### src/hdl/tsd_pkg.sv
`timescale 1ns / 1ps
// ----------------------------------------------------------------------------
// tsd_pkg
// Shared types and constants for the TLV stream deframer.
// ----------------------------------------------------------------------------
package tsd_pkg;

  localparam int BYTE_W    = 8;
  localparam int LEN_W     = 16;
  localparam int CNT_W     = 16;
  localparam int OUT_DATA_W = 72;

  localparam logic [CNT_W-1:0] COUNT_MAX = {CNT_W{1'b1}};

  typedef enum logic [1:0] {
    ROLE_TYPE   = 2'd0,
    ROLE_LEN_LO = 2'd1,
    ROLE_LEN_HI = 2'd2,
    ROLE_VALUE  = 2'd3
  } role_t;

  typedef struct packed {
    logic [BYTE_W-1:0] data_byte;
    logic              last_of_payload;
  } in_item_t;

  typedef struct packed {
    role_t             byte_role;
    logic [BYTE_W-1:0] record_type;
    logic [LEN_W-1:0]  record_length;
    logic [BYTE_W-1:0] value_byte;
    logic [LEN_W-1:0]  value_offset;
    logic              record_complete;
    logic [CNT_W-1:0]  record_count;
    logic              payload_end;
    logic              truncated;
  } result_t;

endpackage

### src/hdl/tsd_in_stage.sv
`timescale 1ns / 1ps
// ----------------------------------------------------------------------------
// tsd_in_stage
// Input register: captures one byte transfer per cycle, holds it under stall.
// ----------------------------------------------------------------------------
module tsd_in_stage import tsd_pkg::*; (
  input  logic     clk,
  input  logic     rst,
  input  logic     in_valid,
  output logic     in_ready,
  input  in_item_t in_item,
  output logic     out_valid,
  input  logic     out_ready,
  output in_item_t out_item
);

  logic     valid;
  in_item_t item;

  assign in_ready  = !valid || out_ready;
  assign out_valid = valid;
  assign out_item  = item;

  always_ff @(posedge clk) begin
    if (rst) begin
      valid <= 1'b0;
    end else if (in_ready) begin
      valid <= in_valid;
    end
  end

  always_ff @(posedge clk) begin
    if (in_ready && in_valid) begin
      item <= in_item;
    end
  end

endmodule

### src/hdl/tsd_parse.sv
`timescale 1ns / 1ps
// ----------------------------------------------------------------------------
// tsd_parse
// Record parser state and result register; one byte per cycle unless the output stalls.
// ----------------------------------------------------------------------------
module tsd_parse import tsd_pkg::*; (
  input  logic     clk,
  input  logic     rst,
  input  logic     in_valid,
  output logic     in_ready,
  input  in_item_t in_item,
  output logic     out_valid,
  input  logic     out_ready,
  output result_t  out_res
);

  role_t             phase, phase_next;
  logic [BYTE_W-1:0] held_type, held_type_next;
  logic [LEN_W-1:0]  held_length, held_length_next;
  logic [LEN_W-1:0]  value_index, value_index_next;
  logic [CNT_W-1:0]  done_records, done_records_next;
  logic [LEN_W-1:0]  index_inc;
  logic [LEN_W-1:0]  len_full;
  logic              complete;
  result_t           res, res_next;
  logic              valid;
  logic              take;

  assign in_ready  = !valid || out_ready;
  assign take      = in_valid && in_ready;
  assign out_valid = valid;
  assign out_res   = res;

  assign index_inc = value_index + LEN_W'(1);
  assign len_full  = {in_item.data_byte, held_length[BYTE_W-1:0]};

  always_comb begin
    phase_next        = phase;
    held_type_next    = held_type;
    held_length_next  = held_length;
    value_index_next  = value_index;
    complete          = 1'b0;
    res_next          = '0;
    res_next.byte_role = phase;
    unique case (phase)
      ROLE_TYPE: begin
        held_type_next   = in_item.data_byte;
        held_length_next = '0;
        value_index_next = '0;
        phase_next       = ROLE_LEN_LO;
      end
      ROLE_LEN_LO: begin
        held_length_next = {{(LEN_W-BYTE_W){1'b0}}, in_item.data_byte};
        phase_next       = ROLE_LEN_HI;
      end
      ROLE_LEN_HI: begin
        held_length_next       = len_full;
        res_next.record_length = len_full;
        value_index_next       = '0;
        if (len_full == '0) begin
          complete   = 1'b1;
          phase_next = ROLE_TYPE;
        end else begin
          phase_next = ROLE_VALUE;
        end
      end
      ROLE_VALUE: begin
        res_next.record_length = held_length;
        res_next.value_byte    = in_item.data_byte;
        res_next.value_offset  = value_index;
        value_index_next       = index_inc;
        if (index_inc == held_length) begin
          complete   = 1'b1;
          phase_next = ROLE_TYPE;
        end
      end
      default: phase_next = ROLE_TYPE;
    endcase

    done_records_next = done_records;
    if (complete && done_records != COUNT_MAX) begin
      done_records_next = done_records + CNT_W'(1);
    end

    res_next.record_type     = held_type_next;
    res_next.record_complete = complete;
    res_next.record_count    = done_records_next;
    res_next.payload_end     = in_item.last_of_payload;
    res_next.truncated       = in_item.last_of_payload && (phase_next != ROLE_TYPE);

    if (in_item.last_of_payload) begin
      phase_next        = ROLE_TYPE;
      held_type_next    = '0;
      held_length_next  = '0;
      value_index_next  = '0;
      done_records_next = '0;
    end
  end

  always_ff @(posedge clk) begin
    if (rst) begin
      valid        <= 1'b0;
      phase        <= ROLE_TYPE;
      held_type    <= '0;
      held_length  <= '0;
      value_index  <= '0;
      done_records <= '0;
    end else begin
      if (in_ready) begin
        valid <= in_valid;
      end
      if (take) begin
        phase        <= phase_next;
        held_type    <= held_type_next;
        held_length  <= held_length_next;
        value_index  <= value_index_next;
        done_records <= done_records_next;
      end
    end
  end

  always_ff @(posedge clk) begin
    if (take) begin
      res <= res_next;
    end
  end

endmodule

### src/hdl/tlv_stream_deframer.sv
`timescale 1ns / 1ps
// ----------------------------------------------------------------------------
// tlv_stream_deframer
// Splits a byte stream into type / 16-bit LE length / value records.
// ----------------------------------------------------------------------------
// Usage:
//   s_axis carries one payload byte per transfer; s_axis_tlast marks the
//   last byte of a payload. m_axis returns one result per byte: role, record
//   type, length, value byte and offset, completion flag and running record
//   count. m_axis_tlast echoes the payload end; m_axis_tuser is set on that
//   last result when a record was left open, and downstream must drop the
//   bytes of that unfinished record.
//   From input transfer to result valid: input register, then result register.
//   Throughput: one byte per cycle while m_axis is not stalled; the parser state
//   update is a single compare and increment per byte.
//   Reset clears both stages and returns the parser to expecting a type byte
//   with a zero record count. The parser also returns there after every
//   payload end.
//   When the receiver stalls, the result register holds and the input
//   register keeps accepting until it is full; s_axis_tready then drops.
// ----------------------------------------------------------------------------
module tlv_stream_deframer import tsd_pkg::*; (
  input  logic                  clk,
  input  logic                  rst,
  input  logic                  s_axis_tvalid,
  output logic                  s_axis_tready,
  input  logic [BYTE_W-1:0]     s_axis_tdata,  // [7:0] data_byte
  input  logic                  s_axis_tlast,  // last_of_payload
  output logic                  m_axis_tvalid,
  input  logic                  m_axis_tready,
  // [1:0] byte_role, [9:2] record_type, [25:10] record_length,
  // [33:26] value_byte, [49:34] value_offset, [50] record_complete,
  // [66:51] record_count, [71:67] zero
  output logic [OUT_DATA_W-1:0] m_axis_tdata,
  output logic                  m_axis_tlast,  // payload_end
  output logic                  m_axis_tuser   // truncated
);

  in_item_t s_item;
  in_item_t reg_item;
  logic     reg_valid;
  logic     reg_ready;
  result_t  res;

  assign s_item.data_byte       = s_axis_tdata;
  assign s_item.last_of_payload = s_axis_tlast;

  tsd_in_stage u_in_stage (
    .clk       (clk),
    .rst       (rst),
    .in_valid  (s_axis_tvalid),
    .in_ready  (s_axis_tready),
    .in_item   (s_item),
    .out_valid (reg_valid),
    .out_ready (reg_ready),
    .out_item  (reg_item)
  );

  tsd_parse u_parse (
    .clk       (clk),
    .rst       (rst),
    .in_valid  (reg_valid),
    .in_ready  (reg_ready),
    .in_item   (reg_item),
    .out_valid (m_axis_tvalid),
    .out_ready (m_axis_tready),
    .out_res   (res)
  );

  assign m_axis_tdata = {5'b0, res.record_count, res.record_complete, res.value_offset,
                         res.value_byte, res.record_length, res.record_type,
                         res.byte_role};
  assign m_axis_tlast = res.payload_end;
  assign m_axis_tuser = res.truncated;

  a_trunc_at_end: assert property (@(posedge clk) disable iff (rst)
    m_axis_tvalid && res.truncated |-> res.payload_end)
    else $error("truncated flag without payload end");

  a_complete_role: assert property (@(posedge clk) disable iff (rst)
    m_axis_tvalid && res.record_complete |->
      (res.byte_role == ROLE_LEN_HI) || (res.byte_role == ROLE_VALUE))
    else $error("record completed on a header byte");

  a_zero_len: assert property (@(posedge clk) disable iff (rst)
    m_axis_tvalid && res.byte_role == ROLE_LEN_HI && res.record_length != '0 |->
      !res.record_complete)
    else $error("non-empty record completed at length byte");

  a_value_end: assert property (@(posedge clk) disable iff (rst)
    m_axis_tvalid && res.byte_role == ROLE_VALUE && res.record_complete |->
      (res.value_offset + LEN_W'(1)) == res.record_length)
    else $error("record completed at wrong offset");

endmodule

### config.mk
export PLATFORM = sky130hd
export DESIGN_NAME = tlv_stream_deframer
export DESIGN_NICKNAME = d
export VERILOG_FILES = /design/src/hdl/tsd_pkg.sv /design/src/hdl/tsd_in_stage.sv /design/src/hdl/tsd_parse.sv /design/src/hdl/tlv_stream_deframer.sv
export SDC_FILE = /design/constraint.sdc
export NUM_CORES = 1
export LEC_CHECK = 0
export BUFFER_PORTS_ARGS = -buffer_cell sky130_fd_sc_hd__clkbuf_2
export CELL_PAD_IN_SITES_DETAIL_PLACEMENT = 0
export CELL_PAD_IN_SITES_GLOBAL_PLACEMENT = 1
export CORE_ASPECT_RATIO = 1.1
export CORE_MARGIN = 2
export CORE_UTILIZATION = 45
export DETAILED_ROUTE_END_ITERATION = 7
export PLACE_DENSITY = 0.77
export SLEW_MARGIN = 20
export SYNTH_ARGS = -nofsm -noshare
export SYNTH_HDL_FRONTEND = slang
export SYNTH_SLANG_ARGS = --single-unit
### constraint.sdc
create_clock -name clk -period 4.19 [get_ports clk]
set_input_delay 0.2095 -clock clk [delete_from_list [all_inputs] [get_ports clk]]
set_output_delay 0.2095 -clock clk [all_outputs]
set_load 0.01 [all_outputs]
==> flow_metrics.py, run 1 <==
metrics = {
    "die": {
        "rows": 46,
        "initial_core_util_pct": 46.4,
        "io_pins": 89,
        "fp.dieArea_um2": 16000,
        "core_area_um2": 14500,
        "die_h_um": 132,
        "fp.dieW_um": 121,
    },
    "power": {
        "powerDensity_nw_per_um2": 396,
        "finalPower_mw": 3.14,
        "leakagePower_nw": 2.93,
        "ir_worst_vdd_mv": 0.228,
    },
    "place": {
        "hpwl_um": 11000,
        "dpl-instance-area_um2": 7240,
        "portBuffers": 83,
        "gp_congestion": 0.858,
        "post-place-ws_ns": 0.792,
    },
    "clocking": {
        "cts_setup_buffers": 0,
        "clock-sinks": 138,
        "cts_buffer_depth": 2,
        "clk_pin_slew_ns": 0.06,
        "htree_levels": 4,
        "cts_tree": "done",
        "clk_latency_ns": 0.43,
        "cts_resized": 0,
        "cts-root-buf": "clkbuf_16",
        "numCtsBuffers": 17,
    },
    "timing": {
        "setup_viol": 0,
        "maxSlewHeadroom_pct": 46.1,
        "finalClockSkew_ns": 0.00573,
        "layout_min_cycle_time_ns": 3.45,
        "worst_slew_pin_slew_ns": 0.806,
        "setup_slack_ns": 0.745,
        "tns_ns": 0,
        "finalCritPeriodShare_pct": 82.2,
        "rsz0062_at_grt": "no",
        "finalHoldViolCount": 0,
        "slew_violations": 0,
        "max_freq_mhz": 290,
    },
    "worst_setup_path": {
        "ff2ff_setup_slack_ns": 0.74,
        "slowest_delay_ns": 0.78,
        "path_buf_inv": 1,
        "endpoint_kind": "flop",
        "cp.arrival_ns": 3.62,
        "cp.required_ns": 4.36,
        "cp_slowest_cell": "o41ai_4",
        "critPathKind": "flop to flop",
        "cp-start-kind": "flop",
        "path_max_fanout": 21,
        "path_cells": "ha_1 > and3_1 > nand4_2 > mux2i_1 > nand4_1 > o41ai_4 > buf_4 > nand2_1 > xnor2_1",
        "path_delay_family": "simple AND/OR/NAND/NOR gates",
    },
    "global_route": {
        "grtUsageTotal_pct": 21.2,
        "grt_pass1_wl_um": 26600,
        "grt_util_met2_pct": 35.8,
        "busiest_layer": "met2",
        "met3_usage_pct": 4.63,
        "grt.overflow.total": 0,
        "grt_max_degree": 62,
        "gr-usage-met1_pct": 26.3,
        "antenna_found_initial": 0,
        "grt_pass1_vias": 5178,
    },
    "layout": {
        "most-common-layout-cells": "clkbuf_2 (83), edfxtp_1 (78), nand2_1 (65)",
        "multi_input_area_um2": 2860,
        "n_fill_cell": 1326,
        "antennaDiodeCount": 0,
        "drive_above_1_share_pct": 18.1,
        "area_delta_synth_final_pct": 17.8,
        "regArea_um2": 3540,
        "final_net_count": 775,
        "final_common_cell": "clkbuf_2",
        "fin_area_um2": 7930,
    },
    "job": {
        "cap_violations": 0,
    },
    "synth": {
        "async_flop_share_pct": 0,
        "yosys_most_used_dff": "edfxtp_1",
        "ys_seq_area_share_pct": 52.6,
        "synth_edf_count": 78,
        "synth_area_um2": 6730,
        "syn_area_per_cell_um2": 9.87,
        "ys_types": 71,
        "synth_seq_cells": 138,
        "yosysWarnings": 0,
        "synth_cells": 682,
    },
    "routing": {
        "vias": 5438,
        "drc": 0,
        "viasPerCell": 5.66,
        "wire_per_inst_um": 17.2,
        "drt_iter0_markers": 353,
        "wirelength_um": 16500,
        "dr.pass1.iters": 5,
        "ant_nets": 0,
    },
    "outcome": {
        "status": "completed",
    },
    "worst_hold_path": {
        "hold_class": "primary input to flop",
    },
}
[area by class of cell]
class	instances	area share [%]
Tap cell	192	3.03
Multi-Input combinational cell	470	36.1
Inverter	22	1.06
Timing Repair Buffer	106	7.73
Clock inverter	15	2.05
Clock buffer	17	5.37
Sequential cell	138	44.7
[per-stage QoR]
| stage | cells | hold WS (ns) | util (%) |
|---|---|---|---|
| after global placement | 918 | 0.389 | 49.9 |
| after CTS | 960 | 0.0892 | 54.6 |
| after detailed placement | 918 | 0.390 | 49.9 |
| final | 960 | 0.103 | 54.6 |
| after global routing | 960 | 0.156 | 54.6 |
| after floorplan | 686 | 0.308 | - |
[synth_stat cells, types with 5 or more instances]
library cell | instances | share of area (%)
and2_1 | 30 | 2.8
nor3_1 | 14 | 1.0
o21ai_0 | 22 | 1.6
a21oi_1 | 31 | 2.3
nand4_1 | 16 | 1.5
nand3_1 | 32 | 2.4
ha_1 | 7 | 1.3
xor2_1 | 12 | 1.6
nor2b_1 | 12 | 1.1
a22o_1 | 8 | 1.0
inv_1 | 21 | 1.2
buf_2 | 11 | 0.82
nor4_1 | 10 | 0.93
and3_1 | 17 | 1.6
edfxtp_1 | 78 | 35
and4_1 | 5 | 0.65
a211o_1 | 5 | 0.65
xnor2_1 | 19 | 2.5
dfxtp_1 | 60 | 18
a22oi_1 | 10 | 1.1
nor2_1 | 64 | 3.6
clkbuf_1 | 32 | 1.8
nand2_1 | 65 | 3.6
a31oi_1 | 19 | 1.8
a311oi_1 | 5 | 0.65
nand2b_1 | 5 | 0.46
buf_4 | 8 | 0.89
[layer usage]
layer	up-vias	wire length, um
met5	-	0
met4	0	308
met2	143	8470
met3	27	668
met1	2652	7060
li1	2616	-
[power by group]
group          switching (mW)  internal (mW)
Sequential             0.0242           1.47
Combinational           0.106         0.0511
Clock                   0.603          0.885
[final timing paths]
kind	to	cells past startpoint	startpoint
max	u_parse.out_res[11]	9	u_parse.value_index[0]
min	u_parse.out_valid	4	m_axis_tready
max reg2reg	u_parse.out_res[11]	9	u_parse.value_index[0]
min reg2reg	u_parse.done_records[10]	2	u_parse.done_records[10]
[worst register-to-register path, cell delays in order (launching register included)]
cell     delay [ns]
dfxtp_1        0.52
ha_1           0.33
and3_1         0.36
nand4_2        0.17
mux2i_1        0.22
nand4_1        0.20
o41ai_4        0.78
buf_4          0.38
nand2_1        0.10
xnor2_1        0.14
[what timing repair did]
item                                   CTS  global route
setup endpoints to repair                0             0
endpoints found under the hold margin   10             0
hold buffers                            10             0
[logic make-up after synthesis]
family / synth area share (%)
xor gates and xnor gates: 4.39
AOI/OAI and AO/OA: 13.9
and+or+nand+nor: 22.0
muxes: 0.632
DFF: 52.6
other: 0.0557
adders and majority gates: 1.30
buffers and inverters: 5.11
[state kept, by name, indices dropped and copies added, names as in the netlist]
| signal | cells |
|---|---|
| u_parse.done_records | 16 |
| u_parse.phase | 2 |
| u_parse.out_res | 69 |
| u_parse.out_valid | 1 |
| u_parse.held_type | 8 |
| u_parse.held_length | 16 |
| u_in_stage.out_valid | 1 |
| u_in_stage.out_item | 9 |
| u_parse.value_index | 16 |
Note: power is estimated with default switching activity, not from simulation.
==> run 2, diff against run 1 <==
- CORE_UTILIZATION: 45 -> 41
- PLACE_DENSITY: 0.77 -> 0.74
- clock period: 4.19 -> 3 ns (I/O delays scaled with it)
==> run 2 against run 1 <==
Combinational power increased by 55%. Clock power increased by 58%. Cell count increased by 4.5%. Global-route usage decreased by 0.36 points. Sequential share of layout area decreased by 2.0 points. Via count increased by 1.5%. Maximum frequency increased by 16%. Hold slack got worse by 0.061 ns.
==> flow_metrics.py, run 2 (synthesis results as in run 1) <==
metrics = {
    "timing": {
        "max_freq_mhz": 337,
        "worst_slew_pin_slew_ns": 0.803,
        "setup_slack_ns": 0.0363,
        "setup_viol": 0,
        "maxSlewHeadroom_pct": 46.5,
        "finalClockSkew_ns": 0.00893,
        "layout_min_cycle_time_ns": 2.96,
        "finalHoldViolCount": 0,
        "slew_violations": 0,
        "tns_ns": 0,
        "finalCritPeriodShare_pct": 98.8,
    },
    "worst_setup_path": {
        "cp.arrival_ns": 3.13,
        "critPathKind": "flop to flop",
        "endpoint_kind": "flop",
        "rr_worst_depth": 10,
        "cp.required_ns": 3.17,
        "cp_slowest_cell": "o41ai_4",
        "path_cells": "ha_1 > and3_4 > nand4_2 > mux2i_2 > nand4_1 > o41ai_4 > buf_12 > buf_4 > and2_1 > o21ai_0",
        "slowest_delay_ns": 0.52,
        "cp-start-kind": "flop",
        "path_max_fanout": 14,
    },
    "place": {
        "hpwl_um": 12600,
        "portBuffers": 83,
        "gp_congestion": 0.859,
        "dpl-instance-area_um2": 7460,
        "post-place-ws_ns": -0.0991,
        "placed_cells": 956,
    },
    "die": {
        "core_area_um2": 16200,
        "io_pins": 89,
        "fp.dieW_um": 126,
        "initial_core_util_pct": 41.6,
        "die_h_um": 138,
        "rows": 49,
        "fp.dieArea_um2": 17500,
    },
    "routing": {
        "ant_nets": 0,
        "drt_iter0_markers": 457,
        "vias": 5518,
        "drc": 0,
        "viasPerCell": 5.50,
        "wirelength_um": 18100,
        "wire_per_inst_um": 18.1,
        "dr.pass1.iters": 5,
    },
    "clocking": {
        "clk_latency_ns": 0.43,
        "clock-sinks": 138,
        "cts_buffer_depth": 2,
        "htree_levels": 4,
        "numCtsBuffers": 17,
        "cts_tree": "done",
        "cts-root-buf": "clkbuf_16",
        "clk_pin_slew_ns": 0.06,
    },
    "layout": {
        "drive_above_1_share_pct": 21.7,
        "antennaDiodeCount": 0,
        "layoutNonFillerInstCount": 1003,
        "fin_area_um2": 8300,
        "most-common-layout-cells": "clkbuf_2 (83), edfxtp_1 (78), nand2_1 (65)",
        "final_net_count": 806,
        "n_fill_cell": 1532,
        "final_common_cell": "clkbuf_2",
        "largest_reg_flops": 69,
        "area_delta_synth_final_pct": 23.4,
    },
    "power": {
        "powerDensity_nw_per_um2": 562,
        "ir_worst_vdd_mv": 0.371,
        "leakagePower_nw": 3.12,
    },
    "outcome": {
        "status": "completed",
    },
    "global_route": {
        "grtUsageTotal_pct": 20.9,
        "grt_max_degree": 56,
        "grt_pass1_vias": 5425,
        "grt_util_met2_pct": 36.0,
        "met3_usage_pct": 4.61,
        "gr-usage-met1_pct": 25.1,
        "grt_pass1_wl_um": 28900,
        "busiest_layer": "met2",
        "grt.overflow.total": 0,
        "antenna_found_initial": 0,
    },
    "worst_hold_path": {
        "hold_class": "primary input to flop",
        "hold_path_depth": 4,
    },
    "job": {
        "cap_violations": 0,
    },
}
run 2: metal layers:
metal	vias to the layer above	wire [um]
li1	2679	-
met4	0	484
met2	134	9290
met3	35	722
met1	2670	7640
met5	-	0
run 2: final cells by class:
| type | instances | area (um^2) | share of cell area, % |
|---|---|---|---|
| tap | 204 | 255 | 3.07 |
| clock buffer | 20 | 437 | 5.26 |
| multi-input combinational | 470 | 2880 | 34.7 |
| clock inverter | 12 | 221 | 2.67 |
| sequential | 138 | 3550 | 42.7 |
| timing repair buffer | 137 | 876 | 10.5 |
| inverter | 22 | 83.8 | 1.01 |
run 2: through the flow:
step	power [mW]	util (%)	hold WS, ns
final	4.67	51.3	0.0415
after global routing	4.81	51.3	0.0837
after CTS	4.70	50.8	0.0317
after detailed placement	2.35	46.1	0.329
after global placement	2.35	46.1	0.329
after floorplan	2.25	-	0.249
run 2: path summary, 6_finish.rpt:
check	slack (ns)	from	endpoint
hold / removal	0.04	m_axis_tready	u_parse.out_valid
setup / recovery	0.04	u_parse.value_index[1]	u_parse.out_res[3]
hold reg to reg	0.50	u_parse.done_records[10]	u_parse.done_records[10]
setup reg to reg	0.04	u_parse.value_index[1]	u_parse.out_res[3]
run 2: where the power goes:
group	leakage [nW]	internal, mW	switching, mW
logic	1.58	0.0791	0.164
registers	1.23	2.05	0.0269
clock network	0.312	1.56	0.790
run 2: what timing repair did:
item                                    in CTS  in global routing
pin swaps                                    0                  3
hold buffers                                10                  0
endpoints found under the setup margin       6                 14
buffers inserted                             0                  4
gates cloned                                 0                  1
gates resized for setup                      1                  7
endpoints found under the hold margin       10                  0
run 2: worst max-delay path, delay by kind of cell, from the launching register on:
family,cells,cell delay [ns]
AOI/OAI and AO/OA,2,0.63
adders and majority gates,1,0.24
buffers and inverters,2,0.36
DFF,1,0.40
muxes,1,0.27
and+or+nand+nor,4,0.81
